===== config.mk =====
export PLATFORM = sky130hd
export DESIGN_NAME = lru_key_value_cache_flat
export DESIGN_NICKNAME = d
export VERILOG_FILES = /design/src/hw/rtl/lkv_pkg.sv /design/src/hw/rtl/lkv_if.sv /design/src/hw/rtl/lkv_ctrl.sv /design/src/hw/rtl/lkv_dpath.sv /design/src/hw/rtl/lru_key_value_cache.sv /design/src/flat_wrapper.sv
export VERILOG_INCLUDE_DIRS = /design/src /design/src/hw/rtl
export SDC_FILE = /design/constraint.sdc
export NUM_CORES = 2
export LEC_CHECK = 0
export ABC_AREA = 1
export BUFFER_PORTS_ARGS = -buffer_cell sky130_fd_sc_hd__buf_2
export CORE_MARGIN = 2
export CORE_UTILIZATION = 30
export DETAILED_ROUTE_END_ITERATION = 6
export SYNTH_ARGS = -nofsm -noshare
export SYNTH_HDL_FRONTEND = slang
export SYNTH_SLANG_ARGS = --single-unit

===== constraint.sdc =====
create_clock -name clk -period 12.2 [get_ports clk]
set_input_delay 0.61 -clock clk [delete_from_list [all_inputs] [get_ports clk]]
set_output_delay 0.61 -clock clk [all_outputs]
set_load 0.02 [all_outputs]

===== src/hw/rtl/lru_key_value_cache_assert.svh =====
// Assertion macros for the key-value cache.
`ifndef LRU_KEY_VALUE_CACHE_ASSERT_SVH
`define LRU_KEY_VALUE_CACHE_ASSERT_SVH
`ifndef ASSERT_OFF
`define LKV_ASSERT_IMPL(label, clk, rst_n, ante, cons, msg) \
	label: assert property (@(posedge clk) disable iff (!rst_n) (ante) |-> (cons)) \
		else $error(msg);
`define LKV_ASSERT_NEXT(label, clk, rst_n, ante, cons, msg) \
	label: assert property (@(posedge clk) disable iff (!rst_n) (ante) |=> (cons)) \
		else $error(msg);
`else
`define LKV_ASSERT_IMPL(label, clk, rst_n, ante, cons, msg)
`define LKV_ASSERT_NEXT(label, clk, rst_n, ante, cons, msg)
`endif
`endif


===== src/hw/rtl/lkv_pkg.sv =====
// Shared types and constants for the key-value cache.
`timescale 1ns / 1ps
package lkv_pkg;

	localparam int ENTRIES_DEF  = 16;
	localparam int KEY_BITS_DEF = 32;

	localparam int MODE_W  = 1;
	localparam int KEY_W   = 32;
	localparam int VALUE_W = 32;
	localparam int CAP_W   = 5;

	localparam logic [CAP_W-1:0]   CAP_RESET  = 5'd16;
	localparam logic [VALUE_W-1:0] MISS_VALUE = {VALUE_W{1'b1}};
	localparam logic [VALUE_W-1:0] PUT_VALUE  = '0;

	localparam logic MODE_GET = 1'b0;
	localparam logic MODE_PUT = 1'b1;

	typedef enum logic [3:0] {
		S_IDLE    = 4'b0001,
		S_MATCH   = 4'b0010,
		S_RESOLVE = 4'b0100,
		S_WRITE   = 4'b1000
	} state_t;

	typedef struct packed {
		logic ready;
		logic load;
		logic match;
		logic resolve;
		logic commit;
	} cmd_t;

	typedef struct packed {
		logic out_free;
	} status_t;

endpackage


===== src/hw/rtl/lkv_if.sv =====
// Request and response channel interfaces.
`timescale 1ns / 1ps
interface lkv_req_if;
	logic                           valid;
	logic                           ready;
	logic [lkv_pkg::MODE_W-1:0]     mode;
	logic [lkv_pkg::KEY_W-1:0]      key;
	logic signed [lkv_pkg::VALUE_W-1:0] value;

	modport source (output valid, output mode, output key, output value, input ready);
	modport sink (input valid, input mode, input key, input value, output ready);
endinterface

interface lkv_rsp_if;
	logic                           valid;
	logic                           ready;
	logic                           found;
	logic signed [lkv_pkg::VALUE_W-1:0] read_value;
	logic                           evicted;

	modport source (output valid, output found, output read_value, output evicted, input ready);
	modport sink (input valid, input found, input read_value, input evicted, output ready);
endinterface


===== src/hw/rtl/lkv_ctrl.sv =====
// Sequencing state machine for the key-value cache.
`timescale 1ns / 1ps
module lkv_ctrl (
	input  logic             clk,
	input  logic             arst_n,
	input  logic             req_valid,
	input  lkv_pkg::status_t status,
	output lkv_pkg::cmd_t    cmd
);

	lkv_pkg::state_t state_q;
	lkv_pkg::state_t state_d;

	always_comb begin
		state_d     = state_q;
		cmd         = '0;
		unique case (state_q)
			lkv_pkg::S_IDLE: begin
				cmd.ready = 1'b1;
				cmd.load  = req_valid;
				if (req_valid) begin
					state_d = lkv_pkg::S_MATCH;
				end
			end
			lkv_pkg::S_MATCH: begin
				cmd.match = 1'b1;
				state_d   = lkv_pkg::S_RESOLVE;
			end
			lkv_pkg::S_RESOLVE: begin
				cmd.resolve = 1'b1;
				state_d     = lkv_pkg::S_WRITE;
			end
			lkv_pkg::S_WRITE: begin
				// hold until the result register can take the response
				cmd.commit = status.out_free;
				if (status.out_free) begin
					state_d = lkv_pkg::S_IDLE;
				end
			end
			default: begin
				state_d = lkv_pkg::S_IDLE;
			end
		endcase
	end

	always_ff @(posedge clk or negedge arst_n) begin
		if (!arst_n) begin
			state_q <= lkv_pkg::S_IDLE;
		end else begin
			state_q <= state_d;
		end
	end

endmodule


===== src/hw/rtl/lkv_dpath.sv =====
// Entry store, match logic, recency ranks and result register.
`timescale 1ns / 1ps
module lkv_dpath #(
	parameter int ENTRIES  = lkv_pkg::ENTRIES_DEF,
	parameter int KEY_BITS = lkv_pkg::KEY_BITS_DEF
) (
	input  logic                               clk,
	input  logic                               arst_n,
	input  lkv_pkg::cmd_t                      cmd,
	output lkv_pkg::status_t                   status,
	input  logic                               cfg_we,
	input  logic [lkv_pkg::CAP_W-1:0]          cfg_data,
	input  logic [lkv_pkg::MODE_W-1:0]         req_mode,
	input  logic [lkv_pkg::KEY_W-1:0]          req_key,
	input  logic signed [lkv_pkg::VALUE_W-1:0] req_value,
	output logic                               rsp_valid,
	input  logic                               rsp_ready,
	output logic                               rsp_found,
	output logic signed [lkv_pkg::VALUE_W-1:0] rsp_read_value,
	output logic                               rsp_evicted
);

	localparam int IDX_W  = $clog2(ENTRIES);
	localparam int RANK_W = IDX_W;
	localparam int CNT_W  = $clog2(ENTRIES + 1);
	localparam int CAP_W  = lkv_pkg::CAP_W;
	localparam int CMP_W  = (CNT_W > CAP_W) ? CNT_W : CAP_W;
	localparam int VAL_W  = lkv_pkg::VALUE_W;
	localparam int KEY_W  = lkv_pkg::KEY_W;

	// request registers
	logic                mode_q;
	logic [KEY_BITS-1:0] key_q;
	logic [VAL_W-1:0]    value_q;
	logic [KEY_BITS-1:0] key_m;

	// entry state
	logic [KEY_BITS-1:0] keys_q [ENTRIES];
	logic [VAL_W-1:0]    val_mem [ENTRIES];
	logic [ENTRIES-1:0]  valid_q;
	logic [RANK_W-1:0]   rank_q [ENTRIES];
	logic [CNT_W-1:0]    fill_q;
	logic [CAP_W-1:0]    cap_q;

	// match stage
	logic [ENTRIES-1:0] hit_vec;
	logic [ENTRIES-1:0] old_vec;
	logic [ENTRIES-1:0] hit_vec_s1;
	logic [ENTRIES-1:0] old_vec_s1;
	logic [CNT_W-1:0]   fill_dec;
	logic [RANK_W-1:0]  oldest_rank;

	// resolve stage
	logic [IDX_W-1:0]  hit_idx;
	logic [IDX_W-1:0]  old_idx;
	logic [IDX_W-1:0]  free_idx;
	logic [RANK_W-1:0] hit_rank;
	logic [CMP_W-1:0]  cap_ext;
	logic [CMP_W-1:0]  cap_eff;
	logic              full;
	logic              hit_s2;
	logic [IDX_W-1:0]  hit_idx_s2;
	logic [IDX_W-1:0]  old_idx_s2;
	logic [IDX_W-1:0]  free_idx_s2;
	logic [RANK_W-1:0] hit_rank_s2;
	logic              full_s2;
	logic [VAL_W-1:0]  rdata_s2;

	// write stage
	logic              insert;
	logic              evict;
	logic [IDX_W-1:0]  slot;
	logic [IDX_W-1:0]  wr_idx;
	logic [ENTRIES-1:0] valid_d;
	logic [RANK_W-1:0] rank_d [ENTRIES];
	logic [CNT_W-1:0]  fill_d;

	// result register
	logic             out_valid_q;
	logic             found_q;
	logic [VAL_W-1:0] read_value_q;
	logic             evicted_q;

	generate
		if (KEY_BITS <= KEY_W) begin : g_key_trunc
			assign key_m = req_key[KEY_BITS-1:0];
		end else begin : g_key_ext
			assign key_m = {{(KEY_BITS - KEY_W){1'b0}}, req_key};
		end
	endgenerate

	always_ff @(posedge clk) begin
		if (cmd.load) begin
			mode_q  <= req_mode[0];
			key_q   <= key_m;
			value_q <= req_value;
		end
	end

	always_ff @(posedge clk or negedge arst_n) begin
		if (!arst_n) begin
			cap_q <= lkv_pkg::CAP_RESET;
		end else if (cfg_we) begin
			cap_q <= cfg_data;
		end
	end

	// Compare every entry; the least recent valid entry holds rank fill - 1.
	assign fill_dec    = fill_q - CNT_W'(1);
	assign oldest_rank = fill_dec[RANK_W-1:0];

	always_comb begin
		for (int i = 0; i < ENTRIES; i++) begin
			hit_vec[i] = valid_q[i] && (keys_q[i] == key_q);
			old_vec[i] = valid_q[i] && (rank_q[i] == oldest_rank);
		end
	end

	always_ff @(posedge clk) begin
		if (cmd.match) begin
			hit_vec_s1 <= hit_vec;
			old_vec_s1 <= old_vec;
		end
	end

	// Keys are unique among valid entries, so the match vectors are one-hot.
	always_comb begin
		hit_idx  = '0;
		old_idx  = '0;
		hit_rank = '0;
		free_idx = '0;
		for (int i = 0; i < ENTRIES; i++) begin
			if (hit_vec_s1[i]) begin
				hit_idx  = hit_idx | IDX_W'(i);
				hit_rank = hit_rank | rank_q[i];
			end
			if (old_vec_s1[i]) begin
				old_idx = old_idx | IDX_W'(i);
			end
		end
		for (int i = ENTRIES - 1; i >= 0; i--) begin
			if (!valid_q[i]) begin
				free_idx = IDX_W'(i);
			end
		end
	end

	// clamp capacity into 1..ENTRIES
	assign cap_ext = CMP_W'(cap_q);
	always_comb begin
		if (cap_q == '0) begin
			cap_eff = CMP_W'(1);
		end else if (cap_ext > CMP_W'(ENTRIES)) begin
			cap_eff = CMP_W'(ENTRIES);
		end else begin
			cap_eff = cap_ext;
		end
	end
	assign full = CMP_W'(fill_q) >= cap_eff;

	always_ff @(posedge clk) begin
		if (cmd.resolve) begin
			hit_s2      <= |hit_vec_s1;
			hit_idx_s2  <= hit_idx;
			old_idx_s2  <= old_idx;
			free_idx_s2 <= free_idx;
			hit_rank_s2 <= hit_rank;
			full_s2     <= full;
			rdata_s2    <= val_mem[hit_idx];
		end
	end

	assign insert = (mode_q == lkv_pkg::MODE_PUT) && !hit_s2;
	assign evict  = insert && full_s2;
	assign slot   = evict ? old_idx_s2 : free_idx_s2;
	assign wr_idx = hit_s2 ? hit_idx_s2 : slot;

	always_comb begin
		for (int i = 0; i < ENTRIES; i++) begin
			valid_d[i] = valid_q[i];
			rank_d[i]  = rank_q[i];
			if (hit_s2) begin
				// touch: age only the entries that were more recent
				if (valid_q[i]) begin
					if (IDX_W'(i) == hit_idx_s2) begin
						rank_d[i] = '0;
					end else if (rank_q[i] < hit_rank_s2) begin
						rank_d[i] = rank_q[i] + RANK_W'(1);
					end
				end
			end else if (insert) begin
				if (evict && (IDX_W'(i) == old_idx_s2)) begin
					valid_d[i] = 1'b0;
					rank_d[i]  = '0;
				end
				if (valid_d[i]) begin
					rank_d[i] = rank_q[i] + RANK_W'(1);
				end
				if (IDX_W'(i) == slot) begin
					valid_d[i] = 1'b1;
					rank_d[i]  = '0;
				end
			end
		end
		fill_d = (insert && !evict) ? fill_q + CNT_W'(1) : fill_q;
	end

	always_ff @(posedge clk or negedge arst_n) begin
		if (!arst_n) begin
			valid_q <= '0;
			fill_q  <= '0;
			for (int i = 0; i < ENTRIES; i++) begin
				rank_q[i] <= '0;
			end
		end else if (cmd.commit) begin
			valid_q <= valid_d;
			fill_q  <= fill_d;
			for (int i = 0; i < ENTRIES; i++) begin
				rank_q[i] <= rank_d[i];
			end
		end
	end

	always_ff @(posedge clk) begin
		if (cmd.commit && insert) begin
			keys_q[slot] <= key_q;
		end
	end

	always_ff @(posedge clk) begin
		if (cmd.commit && (mode_q == lkv_pkg::MODE_PUT)) begin
			val_mem[wr_idx] <= value_q;
		end
	end

	// result register
	always_ff @(posedge clk or negedge arst_n) begin
		if (!arst_n) begin
			out_valid_q <= 1'b0;
		end else if (cmd.commit) begin
			out_valid_q <= 1'b1;
		end else if (rsp_ready) begin
			out_valid_q <= 1'b0;
		end
	end

	always_ff @(posedge clk) begin
		if (cmd.commit) begin
			found_q   <= hit_s2;
			evicted_q <= evict;
			if (mode_q == lkv_pkg::MODE_PUT) begin
				read_value_q <= lkv_pkg::PUT_VALUE;
			end else if (hit_s2) begin
				read_value_q <= rdata_s2;
			end else begin
				read_value_q <= lkv_pkg::MISS_VALUE;
			end
		end
	end

	assign status.out_free = !out_valid_q || rsp_ready;
	assign rsp_valid       = out_valid_q;
	assign rsp_found       = found_q;
	assign rsp_read_value  = read_value_q;
	assign rsp_evicted     = evicted_q;

endmodule


===== src/hw/rtl/lru_key_value_cache.sv =====
// Fully associative key-value cache with least-recently-used replacement.
// Requests enter on req: mode 0 is a get, mode 1 a put, each with key and value.
// Every request yields one response on rsp: found, read_value (stored value on a
// get hit, -1 on a get miss, 0 on any put) and evicted (a put pushed out the
// least recent entry). cfg_we/cfg_data write the capacity register; the user
// must write it only while no request is in flight, which the block does not
// enforce. 0 acts as 1 and values above ENTRIES as ENTRIES.
// A request passes three steps after it is accepted to reach the output register: match
// of the key against every entry, resolve of the hit, oldest and free slot with
// the value memory read, then the write-back of ranks, key and value. The next
// request is accepted in the cycle after write-back, so the block takes no new
// request until it is through with the last; only one is in flight at a time.
// If the receiver stalls, the response waits in the output register and the
// write-back of the following request holds until it is taken.
// Reset empties the store, clears all ranks and sets capacity to 16.
`timescale 1ns / 1ps
`include "lru_key_value_cache_assert.svh"
module lru_key_value_cache #(
	parameter int ENTRIES  = lkv_pkg::ENTRIES_DEF,
	parameter int KEY_BITS = lkv_pkg::KEY_BITS_DEF
) (
	input  logic                      clk,
	input  logic                      arst_n,
	lkv_req_if.sink                   req,
	lkv_rsp_if.source                 rsp,
	input  logic                      cfg_we,
	input  logic [lkv_pkg::CAP_W-1:0] cfg_data
);

	lkv_pkg::cmd_t    cmd;
	lkv_pkg::status_t status;

	assign req.ready = cmd.ready;

	lkv_ctrl u_ctrl (
		.clk       (clk),
		.arst_n    (arst_n),
		.req_valid (req.valid),
		.status    (status),
		.cmd       (cmd)
	);

	lkv_dpath #(
		.ENTRIES  (ENTRIES),
		.KEY_BITS (KEY_BITS)
	) u_dpath (
		.clk            (clk),
		.arst_n         (arst_n),
		.cmd            (cmd),
		.status         (status),
		.cfg_we         (cfg_we),
		.cfg_data       (cfg_data),
		.req_mode       (req.mode),
		.req_key        (req.key),
		.req_value      (req.value),
		.rsp_valid      (rsp.valid),
		.rsp_ready      (rsp.ready),
		.rsp_found      (rsp.found),
		.rsp_read_value (rsp.read_value),
		.rsp_evicted    (rsp.evicted)
	);

	`LKV_ASSERT_NEXT(a_one_in_flight, clk, arst_n, req.valid && req.ready, !req.ready, "request accepted while another is in flight")
	`LKV_ASSERT_NEXT(a_commit_shows, clk, arst_n, cmd.commit, rsp.valid, "write-back did not present a response")
	`LKV_ASSERT_IMPL(a_evict_on_miss, clk, arst_n, rsp.valid && rsp.evicted, !rsp.found && rsp.read_value == 0, "eviction flagged on a hit or a get")

endmodule


===== src/flat_wrapper.sv =====
// flat-port wrapper written by rule: the top's interface ports become plain ports
module lru_key_value_cache_flat 
#(
	parameter int ENTRIES  = lkv_pkg::ENTRIES_DEF,
	parameter int KEY_BITS = lkv_pkg::KEY_BITS_DEF
)
  (clk, arst_n, cfg_we, cfg_data, req_valid, req_mode, req_key, req_value, req_ready, rsp_valid, rsp_found, rsp_read_value, rsp_evicted, rsp_ready);
  lkv_req_if req_i ();
  lkv_rsp_if rsp_i ();
  input  logic clk;
  input  logic arst_n;
  input  logic cfg_we;
  input  logic [lkv_pkg::CAP_W-1:0] cfg_data;
  input wire logic [$bits(req_i.valid)-1:0] req_valid;
  input wire logic [$bits(req_i.mode)-1:0] req_mode;
  input wire logic [$bits(req_i.key)-1:0] req_key;
  input wire logic [$bits(req_i.value)-1:0] req_value;
  output wire logic [$bits(req_i.ready)-1:0] req_ready;
  output wire logic [$bits(rsp_i.valid)-1:0] rsp_valid;
  output wire logic [$bits(rsp_i.found)-1:0] rsp_found;
  output wire logic [$bits(rsp_i.read_value)-1:0] rsp_read_value;
  output wire logic [$bits(rsp_i.evicted)-1:0] rsp_evicted;
  input wire logic [$bits(rsp_i.ready)-1:0] rsp_ready;
  assign req_i.valid = req_valid;
  assign req_i.mode = req_mode;
  assign req_i.key = req_key;
  assign req_i.value = req_value;
  assign req_ready = req_i.ready;
  assign rsp_valid = rsp_i.valid;
  assign rsp_found = rsp_i.found;
  assign rsp_read_value = rsp_i.read_value;
  assign rsp_evicted = rsp_i.evicted;
  assign rsp_i.ready = rsp_ready;
  lru_key_value_cache #(.ENTRIES(ENTRIES), .KEY_BITS(KEY_BITS)) u_core (.clk(clk), .arst_n(arst_n), .req(req_i), .rsp(rsp_i), .cfg_we(cfg_we), .cfg_data(cfg_data));
endmodule

==> impl_metrics.csv <==
group,metric,value,unit
routing,wl_per_cell,23.2,um
placed_design,port_buffers,110,
clock_network,clock_tree_from_tritoncts,"built",
power_and_ir_drop,cellPowerDensity,173,mW/mm^2
logic_synthesis,yosys.area_share.simple,11.8,%
logic_synthesis,post_synth.cell_area_avg,12.3,sq um
routing,drt_pass1_iterations,6,
floorplanning,io_pins,111,
logic_synthesis,synth-xor-area-share,2.73,%
timing,finalClockSkew,34.2,ps
floorplanning,initial_utilization,30.1,%
worst_setup_path,worst-path-max-fanout,127,
worst_setup_path,critical_path.startpoint_type,"register",
floorplanning,core,0.185,sq mm
power_and_ir_drop,fin_total_pwr,11.1,mW
routing,post_route_wl,169000,um
final_layout,layout-drive-gt1-share,12.1,%
power_and_ir_drop,net-switching-power,3.19,mW
timing,final-max-slew-violation-count,0,
grt,gr-total-overflow,0,
timing,final.period_utilization,31.8,%
logic_synthesis,synthesis.instances,4518,
worst_setup_path,rr_worst_depth,8,
worst_setup_path,worst_r2r_startpoint,"u_core.u_dpath.hit_s2",
min_path,worst_hold_startpoint,"req_key[10]",
timing,hold_viol,0,
logic_synthesis,yosys_warnings,0,
timing,timing.max_slew.rel_slack,19.4,%
worst_setup_path,endpoint_kind,"register",
power_and_ir_drop,share_clk_of_total_power,35.7,%
final_layout,num-fill-cells,18100,
flow_run,max_cap_violations,0,
clock_network,h_tree_lvl_count,4,
placed_design,placement.setup.worst_slack,8320,ps
clock_network,count_of_cells_resized_by_post_cts_repair,0,
logic_synthesis,synthArstFlopShare,7.31,%
clock_network,clk_pin_slew,60,ps
logic_synthesis,largest_family_of_logic_cells_by_synthesized_area,"compound AO/OA/AOI/OAI gates",
logic_synthesis,synth_cell_types,57,
timing,setup-violations-final,0,
timing,layout_setup_ws,8320,ps
final_layout,instances_no_fill,7282,
floorplanning,fp.dieH,435,um
power_and_ir_drop,intPower,7.96,mW
final_layout,syn2layout_area_growth,15.2,%
run_status,run_status,"completed",
worst_setup_path,r2r_end,"u_core.u_dpath.val_mem[10][7]",
clock_network,cts_buffer_depth,3,
worst_setup_path,path_class,"register to register",
placed_design,detailedPlacementHpwl,99400,um
routing,detailroute.via_count,38586,
grt,grt_antenna_before_repair,3,
clock_network,root_buffer_cell,"sky130_fd_sc_hd__clkbuf_16",
clock_network,clock_sink_count,1299,
placed_design,placer_congestion_estimate,0.968,
grt,grt_start_max_net_pins,128,
final_layout,finalNetCount,4847,
logic_synthesis,post_synth_mux_area_share,0.0202,%
grt,via_count_of_the_first_global_routing_pass,37339,
clock_network,postCtsSetupBuffers,0,
grt,first_pass_grt_wire_length,247000,um
logic_synthesis,synth.cell_area,0.0558,sq mm
power_and_ir_drop,power.share.combinational,15.1,%
timing,layout_min_cycle_time,3880,ps
floorplanning,std_cell_rows,158,
worst_setup_path,ff2ff_setup_slack,8320,ps
timing,slew_worst_pin,1210,ps
timing,fin_tns_setup,0,ps
logic_synthesis,synth.yosys.seq_area_share,69.1,%
power_and_ir_drop,p_seq_share,49.2,%
routing,drtIter0Drc,4676,
logic_synthesis,synth_top_area_share,64.8,%
logic_synthesis,postSynthNetCount,4664,
logic_synthesis,synth.ff_latch_count,1299,
logic_synthesis,arithmetic_cell_share_of_the_synthesized_area_counting_full_adders_half_adders_and_majority_gates,1.59,%
timing,grt_setup_unrepaired,"no",
grt,all_layer_gr_usage,17.4,%
logic_synthesis,synth.area.top_cells,"sky130_fd_sc_hd__edfxtp_1 (65%), sky130_fd_sc_hd__dfrtp_1 (4.2%), sky130_fd_sc_hd__o21ai_0 (4.0%)",
routing,final_antenna_net_count,0,
worst_setup_path,critical_path_required,12620,ps
timing,finalHoldWorstSlack,36.9,ps
placed_design,dp_cells,6999,
worst_setup_path,cp.arrival,4300,ps
floorplanning,fp.dieArea,0.189,sq mm
min_path,whs_endpoint,"u_core.u_dpath.key_q[10]",
timing,timing.fmax,0.258,GHz
min_path,holdPathStages,1,
min_path,hold_path_class,"input pin to register",
power_and_ir_drop,power_leakage,21.7,nW
logic_synthesis,synth_edf_count,1204,
clock_network,cts-buffers-inserted,135,
routing,vias_per_cell,5.30,
logic_synthesis,synthFlopType,"sky130_fd_sc_hd__edfxtp_1",
floorplanning,die_width,435,um
clock_network,worstSkewPairLatency,780,ps
power_and_ir_drop,sw_frac_of_total,28.6,%
power_and_ir_drop,vdd_drop_max,142,uV
logic_synthesis,synth_compound_gate_area_share,11.8,%
logic_synthesis,library_cell_occupying_the_most_area_in_the_post_synthesis_netlist,"sky130_fd_sc_hd__edfxtp_1",
routing,post-route-drc-count,0,
how the worst max path moves through the flow:
stage / start / end / slack, ps / depth (start not counted)
floorplan: u_core.u_ctrl.state_q[1] / u_core.u_ctrl.state_q[3] / 6160 / 2
global placement: u_core.u_dpath.hit_s2 / u_core.u_dpath.val_mem[8][7] / 8380 / 8
detailed placement: u_core.u_dpath.hit_s2 / u_core.u_dpath.val_mem[10][7] / 8320 / 8
CTS: u_core.u_dpath.hit_s2 / u_core.u_dpath.val_mem[10][10] / 8310 / 8
global route: u_core.u_dpath.hit_vec_s1[3] / u_core.u_dpath.rdata_s2[19] / 8040 / 10
finish: u_core.u_dpath.hit_s2 / u_core.u_dpath.val_mem[10][7] / 8320 / 8
per-stage QoR:
step                      instance area [sq um]  util, %
after floorplan                           55800        -
after global placement                    59600     32.2
after detailed placement                  59600     32.2
after CTS                                 64300     34.7
after global routing                      64300     34.7
final                                     64300     34.7
sequential cells by signal (all words and copies together), names as in the netlist:
| name | cells |
|---|---|
| u_core.u_dpath.rsp_evicted | 1 |
| u_core.u_dpath.rdata_s2 | 32 |
| u_core.u_ctrl.state_q | 4 |
| u_core.u_dpath.hit_rank_s2 | 4 |
| u_core.u_dpath.rank_q | 64 |
| u_core.u_dpath.free_idx_s2 | 4 |
| u_core.u_dpath.keys_q | 512 |
| u_core.u_dpath.hit_vec_s1 | 16 |
| u_core.u_dpath.fill_q | 5 |
| u_core.u_dpath.rsp_read_value | 32 |
| u_core.u_dpath.hit_idx_s2 | 4 |
| u_core.u_dpath.val_mem | 512 |
| u_core.u_dpath.old_idx_s2 | 4 |
| u_core.u_dpath.full_s2 | 1 |
| u_core.u_dpath.key_q | 32 |
| u_core.u_dpath.hit_s2 | 1 |
| u_core.u_dpath.value_q | 32 |
| u_core.u_dpath.cap_ext | 5 |
| u_core.u_dpath.mode_q | 1 |
| u_core.u_dpath.rsp_found | 1 |
| u_core.u_dpath.old_vec_s1 | 15 |
| u_core.u_dpath.rsp_valid | 1 |
| u_core.u_dpath.valid_q | 16 |
cell usage in the layout, fill, tap and decap left out, drive strengths merged, types with 71 or more instances in the layout:
| master | instances |
|---|---|
| nand3 | 163 |
| nor2 | 583 |
| o21ai | 465 |
| o22ai | 127 |
| xor2 | 95 |
| nand2 | 552 |
| ha | 71 |
| o211ai | 82 |
| or2 | 80 |
| buf | 215 |
| clkbuf | 172 |
| dfrtp | 93 |
| inv | 193 |
| o221ai | 81 |
| xnor2 | 78 |
| edfxtp | 1204 |
cells by family after synthesis:
logic type,after synthesis
AO/OA/AOI/OAI,1037
XOR/XNOR,173
adder cells (fa/ha/maj),71
buffers and inverters,419
flip-flops,1299
multiplexers,1
AND/OR/NAND/NOR,1518
area by class of cell:
cell class	instances	area, sq um	share of cell area, %
clock inverters	64	528	0.822
well taps	2480	3100	4.83
flip-flops and latches	1299	38500	60.0
clock buffers	172	3660	5.70
multi-input cells	2800	15900	24.7
repair buffers	260	1790	2.79
diodes	2	5.00	0.00779
inverters	205	785	1.22
cells in the mapped netlist (all sizes together) (3+ instances only):
library cell and number:
a2111oi 15, a211oi 23, a21boi 9, a21oi 66
a221oi 62, a22o 50, a31o 5, a31oi 9
and2 3, buf 52, clkbuf 162, clkinv 18
dfrtp 93, edfxtp 1204, ha 71, inv 187
nand2 552, nand3 163, nand3b 3, nand4 35
nor2 583, nor3 38, nor4 59, o2111ai 11
o211ai 82, o21ai 465, o21bai 4, o221ai 81
o22ai 127, o31ai 25, or2 80, xnor2 78
xor2 95
power by group through the flow:
stage	combinational (mW)	sequential [mW]	clock [mW]
6_report	1.68	5.49	3.97
5_1_grt	1.82	5.51	4.21
4_1_cts	1.67	5.48	4.03
3_5_place_dp	1.65	5.58	0
3_3_place_gp	1.62	5.57	0
2_1_floorplan	0.917	5.53	0
critical path: stages (launching register included):
cell                       delay [ps]
sky130_fd_sc_hd__edfxtp_1         470
sky130_fd_sc_hd__inv_8            570
sky130_fd_sc_hd__nand3_4          280
sky130_fd_sc_hd__nand2_1          190
sky130_fd_sc_hd__o21ai_4          110
sky130_fd_sc_hd__o21ai_0          370
sky130_fd_sc_hd__nand3_1          400
sky130_fd_sc_hd__nor2_4           590
sky130_fd_sc_hd__buf_4            460
layer usage:
metal | track usage [%] | share of wire [%] | up-vias | routed length [um]
met4 | 6.59 | 3.9 | 2 | 6590
met5 | 0 | 0.0041 | - | 7
met1 | 23.1 | 41 | 19274 | 69800
met2 | 28.2 | 47 | 1848 | 78700
li1 | - | - | 17094 | -
met3 | 2.99 | 8.2 | 368 | 13900
what timing repair did:
action,CTS,global route
endpoints found under the hold margin,83,0
setup endpoints to repair,0,0
hold buffers,45,0
Power figures use the tool's default switching activity.
